===== config.mk =====
export PLATFORM = sky130hd
export DESIGN_NAME = line_to_2bpp_pixel_writer_unit
export DESIGN_NICKNAME = d
export VERILOG_FILES = /design/src/hw/rtl/l2p_pkg.sv /design/src/hw/rtl/l2p_fifo.sv /design/src/hw/rtl/l2p_front.sv /design/src/hw/rtl/l2p_back.sv /design/src/hw/rtl/line_to_2bpp_pixel_writer_unit.sv
export VERILOG_INCLUDE_DIRS = /design/src /design/src/hw/rtl
export SDC_FILE = /design/constraint.sdc
export NUM_CORES = 1
export LEC_CHECK = 0
export BUFFER_PORTS_ARGS = -buffer_cell sky130_fd_sc_hd__buf_2
export CORE_UTILIZATION = 30
export CTS_CLUSTER_DIAMETER = 120
export DETAILED_ROUTE_END_ITERATION = 7
export SLEW_MARGIN = 10
export SYNTH_ARGS = -nofsm -noshare
export SYNTH_HDL_FRONTEND = slang
export SYNTH_SLANG_ARGS = --single-unit
export TNS_END_PERCENT = 5

===== constraint.sdc =====
create_clock -name i_clk -period 6.7 [get_ports i_clk]
set_clock_uncertainty 0.15 [all_clocks]
set_input_delay 0.67 -clock i_clk [delete_from_list [all_inputs] [get_ports i_clk]]
set_output_delay 0.67 -clock i_clk [all_outputs]
set_load 0.02 [all_outputs]

===== src/hw/rtl/line_to_2bpp_pixel_writer_unit_defines.svh =====
// Assertion macros shared by the line pixel writer modules.
`ifndef LINE_TO_2BPP_PIXEL_WRITER_UNIT_DEFINES_SVH
`define LINE_TO_2BPP_PIXEL_WRITER_UNIT_DEFINES_SVH

// Property checked on every rising edge, off while reset is asserted.
`define L2P_ASSERT(label, clk, rst_n, prop, msg) \
    label: assert property (@(posedge clk) disable iff (!rst_n) prop) else $error(msg);

// Condition that must never be seen.
`define L2P_NEVER(label, clk, rst_n, expr, msg) \
    `L2P_ASSERT(label, clk, rst_n, !(expr), msg)

`endif


===== src/hw/rtl/l2p_pkg.sv =====
// Shared constants and types of the line pixel writer.
`default_nettype none

package l2p_pkg;

    localparam int LW_BITS    = 12;
    localparam int FW_BITS    = 17;
    localparam int WORD_BITS  = 16;
    localparam int OFF_BITS   = 5;
    localparam int COLOR_BITS = 2;
    localparam int CFG_IDX_BITS = 1;

    localparam logic CMD_START = 1'b0;
    localparam logic CMD_STEP  = 1'b1;

    localparam logic [CFG_IDX_BITS-1:0] CFG_LINE_WIDTH  = 1'b0;
    localparam logic [CFG_IDX_BITS-1:0] CFG_FRAME_WORDS = 1'b1;

    localparam logic [LW_BITS-1:0] LINE_WIDTH_RST  = 12'd640;
    localparam logic [FW_BITS-1:0] FRAME_WORDS_RST = 17'd19200;

    // the frame is capped at 2^16 words, so word_index stays below 2^16
    localparam logic [FW_BITS-1:0] FRAME_CAP = 17'h10000;

    typedef struct packed {
        logic [LW_BITS-1:0] line_width;
        logic [FW_BITS-1:0] frame_words;
    } t_cfg;

endpackage

`default_nettype wire


===== src/hw/rtl/l2p_fifo.sv =====
// Small register queue between the line stepper and the address unit.
`default_nettype none
`include "line_to_2bpp_pixel_writer_unit_defines.svh"

module l2p_fifo #(
    parameter int WIDTH = 27,
    parameter int DEPTH = 2
) (
    input  wire logic             i_clk,
    input  wire logic             i_rst_n,
    input  wire logic             i_push,
    input  wire logic [WIDTH-1:0] i_data,
    output logic                  o_full,
    input  wire logic             i_pop,
    output logic                  o_valid,
    output logic [WIDTH-1:0]      o_data
);

    localparam int PTR_W = (DEPTH > 1) ? $clog2(DEPTH) : 1;
    localparam int CNT_W = $clog2(DEPTH + 1);
    localparam logic [PTR_W-1:0] PTR_LAST = PTR_W'(DEPTH - 1);
    localparam logic [CNT_W-1:0] CNT_FULL = CNT_W'(DEPTH);

    logic [WIDTH-1:0] r_mem [DEPTH];
    logic [PTR_W-1:0] r_wr_ptr, n_wr_ptr;
    logic [PTR_W-1:0] r_rd_ptr, n_rd_ptr;
    logic [CNT_W-1:0] r_count, n_count;
    logic             w_do_pop;

    assign o_full   = (r_count == CNT_FULL);
    assign o_valid  = (r_count != '0);
    assign o_data   = r_mem[r_rd_ptr];
    assign w_do_pop = i_pop & o_valid;

    always_comb begin
        n_wr_ptr = r_wr_ptr;
        n_rd_ptr = r_rd_ptr;
        n_count  = r_count;
        if (i_push) begin
            n_wr_ptr = (r_wr_ptr == PTR_LAST) ? '0 : r_wr_ptr + 1'b1;
        end
        if (w_do_pop) begin
            n_rd_ptr = (r_rd_ptr == PTR_LAST) ? '0 : r_rd_ptr + 1'b1;
        end
        if (i_push && !w_do_pop) begin
            n_count = r_count + 1'b1;
        end else if (!i_push && w_do_pop) begin
            n_count = r_count - 1'b1;
        end
    end

    always_ff @(posedge i_clk) begin
        if (!i_rst_n) begin
            r_wr_ptr <= '0;
            r_rd_ptr <= '0;
            r_count  <= '0;
        end else begin
            r_wr_ptr <= n_wr_ptr;
            r_rd_ptr <= n_rd_ptr;
            r_count  <= n_count;
        end
    end

    always_ff @(posedge i_clk) begin
        if (i_push) begin
            r_mem[r_wr_ptr] <= i_data;
        end
    end

    `L2P_NEVER(a_fifo_overflow, i_clk, i_rst_n, i_push && o_full, "push into full queue")
    `L2P_ASSERT(a_fifo_count, i_clk, i_rst_n, r_count <= CNT_FULL, "queue count out of range")

endmodule

`default_nettype wire


===== src/hw/rtl/l2p_front.sv =====
// Command front end: Bresenham stepper that emits one point per start command and per step while a line is active.
`default_nettype none
`include "line_to_2bpp_pixel_writer_unit_defines.svh"

module l2p_front #(
    parameter int COORD_BITS = 12
) (
    input  wire logic                         i_clk,
    input  wire logic                         i_rst_n,
    input  wire logic                         i_valid,
    output logic                              o_stall,
    input  wire logic                         i_cmd,
    input  wire logic signed [COORD_BITS-1:0] i_start_x,
    input  wire logic signed [COORD_BITS-1:0] i_start_y,
    input  wire logic signed [COORD_BITS-1:0] i_end_x,
    input  wire logic signed [COORD_BITS-1:0] i_end_y,
    input  wire logic [l2p_pkg::COLOR_BITS-1:0] i_pen_color,
    input  wire logic                         i_q_full,
    output logic                              o_q_push,
    output logic [2*COORD_BITS+l2p_pkg::COLOR_BITS:0] o_q_data
);

    localparam int C = COORD_BITS;

    logic signed [C-1:0] r_cur_x, n_cur_x;
    logic signed [C-1:0] r_cur_y, n_cur_y;
    logic signed [C-1:0] r_tgt_x, n_tgt_x;
    logic signed [C-1:0] r_tgt_y, n_tgt_y;
    logic signed [C:0]   r_dx, n_dx;
    logic signed [C:0]   r_ndy, n_ndy;
    logic                r_sx_neg, n_sx_neg;
    logic                r_sy_neg, n_sy_neg;
    logic signed [C+2:0] r_err, n_err;
    logic [l2p_pkg::COLOR_BITS-1:0] r_color, n_color;
    logic                r_active, n_active;

    logic                w_accept;
    logic                w_start;
    logic signed [C:0]   w_raw_x;
    logic signed [C:0]   w_raw_y;
    logic signed [C+3:0] w_e2;
    logic signed [C+3:0] w_ndy_e;
    logic signed [C+3:0] w_dx_e;
    logic                w_move_x;
    logic                w_move_y;
    logic                w_at_end;

    assign o_stall  = i_q_full;
    assign w_accept = i_valid & ~i_q_full;
    assign w_start  = (i_cmd == l2p_pkg::CMD_START);
    assign o_q_push = w_accept & (w_start | r_active);
    assign o_q_data = {n_cur_x, n_cur_y, n_color, w_at_end};

    assign w_raw_x = {i_end_x[C-1], i_end_x} - {i_start_x[C-1], i_start_x};
    assign w_raw_y = {i_end_y[C-1], i_end_y} - {i_start_y[C-1], i_start_y};

    assign w_e2     = {r_err, 1'b0};
    assign w_ndy_e  = {{3{r_ndy[C]}}, r_ndy};
    assign w_dx_e   = {{3{r_dx[C]}}, r_dx};
    assign w_move_x = (w_e2 >= w_ndy_e);
    assign w_move_y = (w_e2 <= w_dx_e);

    always_comb begin
        n_cur_x  = r_cur_x;
        n_cur_y  = r_cur_y;
        n_tgt_x  = r_tgt_x;
        n_tgt_y  = r_tgt_y;
        n_dx     = r_dx;
        n_ndy    = r_ndy;
        n_sx_neg = r_sx_neg;
        n_sy_neg = r_sy_neg;
        n_err    = r_err;
        n_color  = r_color;
        if (w_start) begin
            n_cur_x  = i_start_x;
            n_cur_y  = i_start_y;
            n_tgt_x  = i_end_x;
            n_tgt_y  = i_end_y;
            n_dx     = w_raw_x[C] ? -w_raw_x : w_raw_x;
            n_ndy    = w_raw_y[C] ? w_raw_y : -w_raw_y;
            n_sx_neg = w_raw_x[C] | (w_raw_x == '0);
            n_sy_neg = w_raw_y[C] | (w_raw_y == '0);
            n_err    = {{2{n_dx[C]}}, n_dx} + {{2{n_ndy[C]}}, n_ndy};
            n_color  = i_pen_color;
        end else begin
            if (w_move_x) begin
                n_cur_x = r_sx_neg ? r_cur_x - 1'b1 : r_cur_x + 1'b1;
            end
            if (w_move_y) begin
                n_cur_y = r_sy_neg ? r_cur_y - 1'b1 : r_cur_y + 1'b1;
            end
            n_err = r_err + (w_move_x ? w_ndy_e[C+2:0] : '0)
                          + (w_move_y ? w_dx_e[C+2:0] : '0);
        end
        w_at_end = (n_cur_x == n_tgt_x) && (n_cur_y == n_tgt_y);
        n_active = ~w_at_end;
    end

    always_ff @(posedge i_clk) begin
        if (!i_rst_n) begin
            r_cur_x  <= '0;
            r_cur_y  <= '0;
            r_tgt_x  <= '0;
            r_tgt_y  <= '0;
            r_dx     <= '0;
            r_ndy    <= '0;
            r_sx_neg <= 1'b0;
            r_sy_neg <= 1'b0;
            r_err    <= '0;
            r_color  <= '0;
            r_active <= 1'b0;
        end else if (o_q_push) begin
            // a step while idle leaves the state alone
            r_cur_x  <= n_cur_x;
            r_cur_y  <= n_cur_y;
            r_tgt_x  <= n_tgt_x;
            r_tgt_y  <= n_tgt_y;
            r_dx     <= n_dx;
            r_ndy    <= n_ndy;
            r_sx_neg <= n_sx_neg;
            r_sy_neg <= n_sy_neg;
            r_err    <= n_err;
            r_color  <= n_color;
            r_active <= n_active;
        end
    end

    `L2P_ASSERT(a_end_goes_idle, i_clk, i_rst_n, (o_q_push && w_at_end) |=> !r_active, "line end left stepper active")
    `L2P_ASSERT(a_idle_step_silent, i_clk, i_rst_n, (w_accept && !w_start && !r_active) |-> !o_q_push, "idle step produced a point")

endmodule

`default_nettype wire


===== src/hw/rtl/l2p_back.sv =====
// Address unit: linear index multiply, frame check and output register.
`default_nettype none
`include "line_to_2bpp_pixel_writer_unit_defines.svh"

module l2p_back #(
    parameter int COORD_BITS = 12
) (
    input  wire logic                         i_clk,
    input  wire logic                         i_rst_n,
    input  wire l2p_pkg::t_cfg                i_cfg,
    input  wire logic                         i_q_valid,
    input  wire logic [2*COORD_BITS+l2p_pkg::COLOR_BITS:0] i_q_data,
    output logic                              o_q_pop,
    output logic                              o_valid,
    input  wire logic                         i_stall,
    output logic signed [COORD_BITS-1:0]      o_point_x,
    output logic signed [COORD_BITS-1:0]      o_point_y,
    output logic [l2p_pkg::WORD_BITS-1:0]     o_word_index,
    output logic [l2p_pkg::OFF_BITS-1:0]      o_bit_offset,
    output logic [l2p_pkg::COLOR_BITS-1:0]    o_pixel_value,
    output logic                              o_write_enable,
    output logic                              o_last
);

    localparam int C      = COORD_BITS;
    localparam int PROD_W = C + l2p_pkg::LW_BITS + 1;
    localparam int IDX_W  = PROD_W + 1;
    localparam int WRD_W  = IDX_W - 4;

    logic signed [C-1:0] w_q_x;
    logic signed [C-1:0] w_q_y;
    logic [l2p_pkg::COLOR_BITS-1:0] w_q_color;
    logic                w_q_last;

    logic                w_b_ready;
    logic                w_a_ready;

    // stage A: product y * line_width
    logic                r_a_valid;
    logic signed [PROD_W-1:0] r_a_prod;
    logic signed [C-1:0] r_a_x;
    logic signed [C-1:0] r_a_y;
    logic [l2p_pkg::COLOR_BITS-1:0] r_a_color;
    logic                r_a_last;

    // stage B: finished word
    logic                r_b_valid;
    logic signed [C-1:0] r_b_x;
    logic signed [C-1:0] r_b_y;
    logic [l2p_pkg::WORD_BITS-1:0] r_b_word;
    logic [l2p_pkg::OFF_BITS-1:0]  r_b_off;
    logic [l2p_pkg::COLOR_BITS-1:0] r_b_color;
    logic                r_b_we;
    logic                r_b_last;

    logic signed [IDX_W-1:0] w_idx;
    logic [WRD_W-1:0]    w_word;
    logic [l2p_pkg::FW_BITS-1:0] w_cap;
    logic                w_in_frame;

    assign {w_q_x, w_q_y, w_q_color, w_q_last} = i_q_data;

    assign w_b_ready = ~r_b_valid | ~i_stall;
    assign w_a_ready = ~r_a_valid | w_b_ready;
    assign o_q_pop   = i_q_valid & w_a_ready;

    assign w_idx  = {{(IDX_W-PROD_W){r_a_prod[PROD_W-1]}}, r_a_prod}
                  + {{(IDX_W-C){r_a_x[C-1]}}, r_a_x};
    assign w_word = w_idx[IDX_W-1:4];
    assign w_cap  = i_cfg.frame_words[l2p_pkg::FW_BITS-1] ? l2p_pkg::FRAME_CAP
                                                          : i_cfg.frame_words;
    assign w_in_frame = ~w_idx[IDX_W-1]
                      & (w_word < {{(WRD_W-l2p_pkg::FW_BITS){1'b0}}, w_cap});

    always_ff @(posedge i_clk) begin
        if (!i_rst_n) begin
            r_a_valid <= 1'b0;
            r_b_valid <= 1'b0;
        end else begin
            if (w_a_ready) begin
                r_a_valid <= i_q_valid;
            end
            if (w_b_ready) begin
                r_b_valid <= r_a_valid;
            end
        end
    end

    always_ff @(posedge i_clk) begin
        if (o_q_pop) begin
            r_a_prod  <= PROD_W'(w_q_y) * PROD_W'($signed({1'b0, i_cfg.line_width}));
            r_a_x     <= w_q_x;
            r_a_y     <= w_q_y;
            r_a_color <= w_q_color;
            r_a_last  <= w_q_last;
        end
        if (w_b_ready && r_a_valid) begin
            r_b_x     <= r_a_x;
            r_b_y     <= r_a_y;
            r_b_word  <= w_in_frame ? w_word[l2p_pkg::WORD_BITS-1:0] : '0;
            // first pixel of a word sits in the top bits
            r_b_off   <= w_in_frame ? {~w_idx[3:0], 1'b0} : '0;
            r_b_color <= r_a_color;
            r_b_we    <= w_in_frame;
            r_b_last  <= r_a_last;
        end
    end

    assign o_valid        = r_b_valid;
    assign o_point_x      = r_b_x;
    assign o_point_y      = r_b_y;
    assign o_word_index   = r_b_word;
    assign o_bit_offset   = r_b_off;
    assign o_pixel_value  = r_b_color;
    assign o_write_enable = r_b_we;
    assign o_last         = r_b_last;

    `L2P_ASSERT(a_unwritten_zero, i_clk, i_rst_n,
        (r_b_valid && !r_b_we) |-> (r_b_word == '0 && r_b_off == '0),
        "unwritten pixel carries an address")
    `L2P_ASSERT(a_stage_a_holds, i_clk, i_rst_n,
        (r_a_valid && !w_b_ready) |=> r_a_valid,
        "stage A dropped a point under stall")

endmodule

`default_nettype wire


===== src/hw/rtl/line_to_2bpp_pixel_writer_unit.sv =====
// Line pixel writer for a packed 2-bit-per-pixel framebuffer.
// Path: each point of an accepted command is written to the point queue,
//   then to the product stage, then to the output register.
// Throughput: one command per cycle while o_in_stall is low; the address multiply is pipelined.
// Reset (synchronous, active low): stepper idle, queue empty,
//   line_width = 640, frame_words = 19200.
`default_nettype none

module line_to_2bpp_pixel_writer_unit #(
    parameter int COORD_BITS = 12
) (
    input  wire logic                         i_clk,
    input  wire logic                         i_rst_n,

    input  wire logic                         i_in_valid,
    output logic                              o_in_stall,
    input  wire logic                         i_cmd,
    input  wire logic signed [COORD_BITS-1:0] i_start_x,
    input  wire logic signed [COORD_BITS-1:0] i_start_y,
    input  wire logic signed [COORD_BITS-1:0] i_end_x,
    input  wire logic signed [COORD_BITS-1:0] i_end_y,
    input  wire logic [l2p_pkg::COLOR_BITS-1:0] i_pen_color,

    output logic                              o_out_valid,
    input  wire logic                         i_out_stall,
    output logic signed [COORD_BITS-1:0]      o_point_x,
    output logic signed [COORD_BITS-1:0]      o_point_y,
    output logic [l2p_pkg::WORD_BITS-1:0]     o_word_index,
    output logic [l2p_pkg::OFF_BITS-1:0]      o_bit_offset,
    output logic [l2p_pkg::COLOR_BITS-1:0]    o_pixel_value,
    output logic                              o_write_enable,
    output logic                              o_last,

    input  wire logic                         i_cfg_valid,
    output logic                              o_cfg_ready,
    input  wire logic [l2p_pkg::CFG_IDX_BITS-1:0] i_cfg_index,
    input  wire logic [l2p_pkg::FW_BITS-1:0]  i_cfg_data
);

    localparam int Q_W = 2 * COORD_BITS + l2p_pkg::COLOR_BITS + 1;

    l2p_pkg::t_cfg    r_cfg;
    logic             w_q_full;
    logic             w_q_push;
    logic [Q_W-1:0]   w_q_wdata;
    logic             w_q_valid;
    logic             w_q_pop;
    logic [Q_W-1:0]   w_q_rdata;

    assign o_cfg_ready = 1'b1;

    always_ff @(posedge i_clk) begin
        if (!i_rst_n) begin
            r_cfg.line_width  <= l2p_pkg::LINE_WIDTH_RST;
            r_cfg.frame_words <= l2p_pkg::FRAME_WORDS_RST;
        end else if (i_cfg_valid && o_cfg_ready) begin
            case (i_cfg_index)
                l2p_pkg::CFG_LINE_WIDTH: begin
                    r_cfg.line_width <= i_cfg_data[l2p_pkg::LW_BITS-1:0];
                end
                l2p_pkg::CFG_FRAME_WORDS: begin
                    r_cfg.frame_words <= i_cfg_data;
                end
                default: begin
                    r_cfg <= r_cfg;
                end
            endcase
        end
    end

    l2p_front #(
        .COORD_BITS (COORD_BITS)
    ) u_front (
        .i_clk       (i_clk),
        .i_rst_n     (i_rst_n),
        .i_valid     (i_in_valid),
        .o_stall     (o_in_stall),
        .i_cmd       (i_cmd),
        .i_start_x   (i_start_x),
        .i_start_y   (i_start_y),
        .i_end_x     (i_end_x),
        .i_end_y     (i_end_y),
        .i_pen_color (i_pen_color),
        .i_q_full    (w_q_full),
        .o_q_push    (w_q_push),
        .o_q_data    (w_q_wdata)
    );

    l2p_fifo #(
        .WIDTH (Q_W),
        .DEPTH (2)
    ) u_queue (
        .i_clk   (i_clk),
        .i_rst_n (i_rst_n),
        .i_push  (w_q_push),
        .i_data  (w_q_wdata),
        .o_full  (w_q_full),
        .i_pop   (w_q_pop),
        .o_valid (w_q_valid),
        .o_data  (w_q_rdata)
    );

    l2p_back #(
        .COORD_BITS (COORD_BITS)
    ) u_back (
        .i_clk          (i_clk),
        .i_rst_n        (i_rst_n),
        .i_cfg          (r_cfg),
        .i_q_valid      (w_q_valid),
        .i_q_data       (w_q_rdata),
        .o_q_pop        (w_q_pop),
        .o_valid        (o_out_valid),
        .i_stall        (i_out_stall),
        .o_point_x      (o_point_x),
        .o_point_y      (o_point_y),
        .o_word_index   (o_word_index),
        .o_bit_offset   (o_bit_offset),
        .o_pixel_value  (o_pixel_value),
        .o_write_enable (o_write_enable),
        .o_last         (o_last)
    );

endmodule

`default_nettype wire

### Word level (Yosys, flattened, before mapping)

Memory sizes are Yosys's and may differ from the RTL's. A register that Yosys moved wholly into a read port is not among the register bits.
Index checks and enable logic that the tools add are counted.

| word-level totals | value |
|---|---|
| register bits | 230 |
| memories | 1 |
| logic and storage cells | 110 |
| RAM bits | 54 |
| output and inout port bits | 52 |
| input port bits | 74 |

| operators by class | value |
|---|---|
| add/subtract/negate cells | 16 |
| multiply operators | 1 |
| bitwise logic cells | 19 |
| muxes and demuxes | 23 |
| reductions and logical operators | 13 |
| order comparisons | 3 |
| equality and inequality tests | 3 |

Memory list:

| name | words | bits a word | rd ports | clocked after memory_dff | wr ports | RTL line | RTL |
|---|---|---|---|---|---|---|---|
| u_queue.r_mem | 2 | 27 | 1 | 1 | 1 | l2p_fifo.sv:24 | `logic [WIDTH-1:0] r_mem [DEPTH];` |

Operators by type and width:

| operator | number |
|---|---|
| 12-bit 2-to-1 mux | 8 |
| 15-bit 2-to-1 mux | 3 |
| 15-bit adder | 2 |
| 25-bit by 12-bit adder with 26-bit output | 1 |
| 13-bit zero test | 2 |
| 13-bit 2-to-1 mux | 2 |
| 13-bit negation | 2 |
| 12-bit by 12-bit subtractor with 13-bit output | 2 |
| 12-bit by 13-bit multiplier with 25-bit output | 1 |
| 12-bit by 1-bit adder with 12-bit output (second input constant) | 2 |
| 12-bit equality test | 2 |
| 12-bit by 1-bit subtractor with 12-bit output (second input constant) | 2 |
| 22-bit by 17-bit less-than comparator with 1-bit output | 1 |
| 17-bit 2-to-1 mux | 1 |
| 16-bit by 13-bit >= comparator with 1-bit output | 1 |
| 16-bit by 13-bit less-or-equal comparator with 1-bit output | 1 |
| 13-bit by 13-bit adder with 14-bit output | 1 |
| 1-bit inverter | 8 |
| 1-bit 2-to-1 mux | 6 |
| 2-bit 2-to-1 mux | 3 |
| 2-bit AND reduction | 3 |
| 1-bit bitwise AND | 5 |
| 1-bit OR | 5 |
| 1-bit logical AND | 4 |
| 7 further kinds | 10 |

### Longest topological paths before layout

| depth | value |
|---|---|
| word-level depth | 8 |
| gate-level depth with buffers | 27 |
| gate-level depth less buffers | 25 |

### By module

From an unflattened synthesis, not the netlist that was laid out.

| second synthesis, totals | value |
|---|---|
| cell total of the unflattened synthesis | 2434 |
| area, all modules | 22796.9 um2 |

By module, submodules not included:

| module | area an instance (um2) | sequential area each (um2) | cells each | times used |
|---|---|---|---|---|
| l2p_back | 10105.9 | 3042.9 | 957 | 1 |
| l2p_front | 9389.0 | 1881.8 | 1249 | 1 |
| l2p_fifo | 2165.8 | 1721.7 | 106 | 1 |
| line_to_2bpp_pixel_writer_unit | 1136.1 | 580.6 | 122 | 1 |

### Worst setup path after synthesis

Ideal clock, no wire load.

| timing | value |
|---|---|
| kind | reg2reg |
| from | reg with a tool-made name |
| to | reg u_back.r_a_prod[24], data pin |
| stages on the path, launching flop included | 28 |
| buffers on the path | 3 |
| arrival time | 6.123 ns |
| required time | 6.290 ns |
| period minus slack after synthesis | 6.533 ns |
| setup time | 0.260 ns |
| slack | 0.167 ns |
| path through | dfxtp_1 > clkbuf_1 > buf_1 > mux2_2 > clkbuf_1 > nand2_1 > fa_1 > inv_1 > ha_1 > inv_1 > fa_1 > inv_1 > ha_1 > inv_1 > fa_1 > inv_1 > ha_1 > a21o_1 > a21oi_1 > o21bai_1 > a2111oi_0 > nor3_1 > a2111oi_2 > o31ai_1 > o41ai_2 > o21bai_1 > a21oi_1 > xnor2_1 |

RTL lines:

| item | RTL line | RTL |
|---|---|---|
| end signal: assignment | l2p_back.sv:91 | `r_a_prod <= PROD_W'(w_q_y) * PROD_W'($signed({1'b0, i_cfg.line_width}));` |
| end: declaration | l2p_back.sv:40 | `logic signed [PROD_W-1:0] r_a_prod;` |

==> impl_metrics.tcl <==
set metrics [dict create \
    hold_violations 0 \
    overflow 0 \
    cp_max_fo 9 \
    synth.largest_area_cell "edfxtp_1" \
    clkLatencyLatePin_ns 0.56 \
    netlist_area_sq_mm 0.0222 \
    startpoint_type "flip-flop" \
    syn_inst 2426 \
    hpwl_um 45900 \
    vias 17312 \
    cp.required_ns 6.84 \
    async_flop_share 0 \
    period_needed_ns 6.38 \
    post-place-ws_ns 0.271 \
    synth_enable_flop_cells 154 \
    worstMarginPinSlew_ns 1.03 \
    clockBufferDepth 3 \
    totalWireLength_um 59800 \
    dpl_cell_area_sq_mm 0.0241 \
    io_buffer_count 123 \
    core_sq_mm 0.0731 \
    worstSetupPathType "reg -> reg" \
    p_leak_uw 0.0111 \
    htreeDepth 2 \
    ys_top_cells_by_area "edfxtp_1, ha_1, dfxtp_1, fa_1, nand2_1" \
    track_usage 0.159 \
    ff2ff_setup_slack_ns 0.32 \
    yosys_warnings 0 \
    final_core_util 0.347 \
    firstDrtPassIters 7 \
    drt-initial-drc-count 1078 \
    finalCritPeriodShare 0.953 \
    cts_tree "yes" \
    crit_family "adder cells" \
    routed_via_density 4.89 \
    fp-row-count 99 \
    start_util 0.304 \
    seqPwrFrac 0.227 \
    ir_drop_mv 0.330 \
    combPwrFrac 0.596 \
    yosys-top-cells-count "nand2_1, inv_1, ha_1" \
    avgRoutedWirePerCell_um 16.9 \
    pwr-share-clk 0.177 \
    end_kind "flip-flop" \
    cp.arrival_ns 6.52 \
    power_switching_uw 5180 \
    min-delay-start "i_cfg_data[14]" \
    grt_pass1_wl_um 93500 \
    drc 24 \
    ys_types 82 \
    synth_nets 2843 \
    setup_viol 0 \
    worstHoldPathType "in -> reg" \
    synth-seq-cells 284 \
    gp_congestion 0.869 \
    yosysMostFrequentCell "nand2_1" \
    status "complete, but fails checks" \
    postRouteAntennaNets 0 \
    slowest_stage "fa_1" \
    crit_buf_inv 7 \
    antenna_found_initial 2 \
    die_w_um 274 \
    final_area_sq_mm 0.0254 \
    cts_buffers 36 \
    cts.sinks 284 \
    cap_violations 0 \
    n_antenna_cell 0 \
    slew_violations 0 \
    path_cells "buf_4 -> mux2_2 -> buf_4 -> nand2_1 -> fa_1 -> inv_1 -> fa_1 -> ha_1 -> inv_1 -> fa_1 -> fa_1 -> inv_1 -> ha_1 -> inv_1 -> o21bai_1 -> a2111oi_2 -> nor3_1 -> a2111oi_2 -> buf_4 -> o31ai_2 -> o41ai_2 -> o21bai_1 -> a21oi_1 -> xnor2_1" \
    die_y_um 274 \
    hold_buffers 0 \
    ios 126 \
    power.density_mw_per_mm2 466 \
    drive_gt1_frac 0.120 \
    swShare 0.438 \
    ys.flop_type "edfxtp_1" \
    synth_seq_area_share 0.326 \
    grt_max_degree 72 \
    layout.nets 2971 \
    slew_headroom 0.313 \
    clkTransAtPathRegs_ns 0.06 \
    die_area_sq_mm 0.0751 \
    root_buffer "clkbuf_16" \
    max_freq_ghz 0.157 \
    intPower_uw 6650 \
    slowest_delay_ns 0.54 \
    synth_top_cell_area_share 0.208 \
    syn_area_per_cell_sq_um 9.15 \
    setup_ws_ns 0.318 \
    area_growth_pct 14.3 \
    violations "design-rule violations" \
    grt_pass1_vias 16740 \
]
[worst paths after layout]
| path | endpoint | cells after the start |
|---|---|---|
| setup / recovery | u_back.r_a_prod[24]$_DFFE_PP_ | 24 |
| hold / removal | r_cfg[14]$_SDFFE_PN1P_ | 3 |
| setup reg to reg | u_back.r_a_prod[24]$_DFFE_PP_ | 24 |
| hold reg to reg | u_back.o_point_y[4]$_DFFE_PP_ | 0 |
[power by group through the flow]
| stage | combinational, uW | clock, uW | sequential (uW) |
|---|---|---|---|
| floorplan | 5210 | 0 | 2750 |
| global placement | 6940 | 0 | 2720 |
| detailed placement | 6990 | 0 | 2730 |
| CTS | 7040 | 2150 | 2690 |
| global route | 7950 | 2200 | 2720 |
| finish | 7050 | 2090 | 2680 |
[logic make-up after synthesis]
family | count (synthesis) | share of synthesized area
adders and majority gates | 343 | 0.235
other | 2 | 0.000338
xor gates and xnor gates | 157 | 0.0626
muxes | 66 | 0.0317
buffers and inverters | 387 | 0.0671
AOI/OAI and AO/OA | 441 | 0.127
DFF | 284 | 0.326
and+or+nand+nor | 746 | 0.152
[metrics by stage]
step                total power [uW]  hold slack [ns]  std cells  setup TNS, ns
finish                         11800            0.216       3541              0
global route                   12900            0.207       3541        -0.0412
CTS                            11900            0.179       3539              0
detailed placement              9720            0.256       3473              0
global placement                9660            0.254       3473              0
floorplan                       7960            0.250       2426              0
[layer usage]
layer,GRT usage,vias to the layer above,routed length (um)
li1,-,8463,-
met1,0.219,8289,28000
met2,0.258,475,27100
met3,0.0222,85,3220
met4,0.0482,0,1490
met5,0,-,0
[area by class of cell]
type / count / area, sq um
multi-input cells: 1755 / 13500
repair buffers: 181 / 1050
clock inverters: 21 / 289
inverters: 296 / 1110
clock buffers: 45 / 977
well taps: 959 / 1200
flip-flops and latches: 284 / 7230
fillers: 7591 / 47700
[placed cells by master (no fill, tap or decap), types with 8 or more instances in the layout]
master,n
nor2_1,148
o21ai_0,46
nor4_1,10
a2111oi_0,8
dfxtp_1,129
xor2_1,58
nor3_1,48
mux2i_1,32
o21ai_1,11
edfxtp_1,154
o21bai_1,19
clkbuf_16,38
a21oi_1,185
buf_2,123
nand4_1,8
nor2b_1,16
nand2_1,354
ha_1,221
or2_2,9
buf_4,58
nand2b_1,12
and2_1,58
xnor2_1,98
inv_1,292
o21a_1,14
a211oi_1,52
nor3b_1,8
or3_1,13
mux2_2,34
fa_1,122
nand3_1,34
a21o_1,38
[state kept, by name, summed over array words and instances, names as in the netlist, 2 cells and up, named ones only]
register / flops
u_front.r_tgt_y: 12
u_back.r_a_y: 12
u_front.r_dx: 13
u_back.o_bit_offset: 4
u_back.o_word_index: 16
u_front.r_cur_x: 12
u_front.r_color: 2
u_back.o_pixel_value: 2
u_back.r_a_prod: 25
u_back.o_point_x: 12
u_queue.r_count: 2
u_front.r_tgt_x: 12
u_front.r_err: 15
r_cfg: 29
u_back.o_point_y: 12
u_front.r_cur_y: 12
u_front.r_ndy: 13
u_back.r_a_color: 2
u_back.r_a_x: 12
u_queue.r_mem: 54
[what timing repair did]
item / 4_1_cts / 5_1_grt
setup buffers: 0 / 2
endpoints found under the setup margin: 0 / 1
gates resized for setup: 0 / 5
[worst register-to-register path, stage by stage (launching register included)]
cell       delay [ns]
dfxtp_2          0.36
buf_4            0.19
mux2_2           0.41
buf_4            0.18
nand2_1          0.08
fa_1             0.41
inv_1            0.09
fa_1             0.42
ha_1             0.29
inv_1            0.05
fa_1             0.50
fa_1             0.54
inv_1            0.04
ha_1             0.31
inv_1            0.08
o21bai_1         0.12
a2111oi_2        0.37
nor3_1           0.17
a2111oi_2        0.39
buf_4            0.18
o31ai_2          0.08
o41ai_2          0.36
o21bai_1         0.10
a21oi_1          0.18
xnor2_1          0.08
No activity file was read; power rests on OpenSTA's default activity.
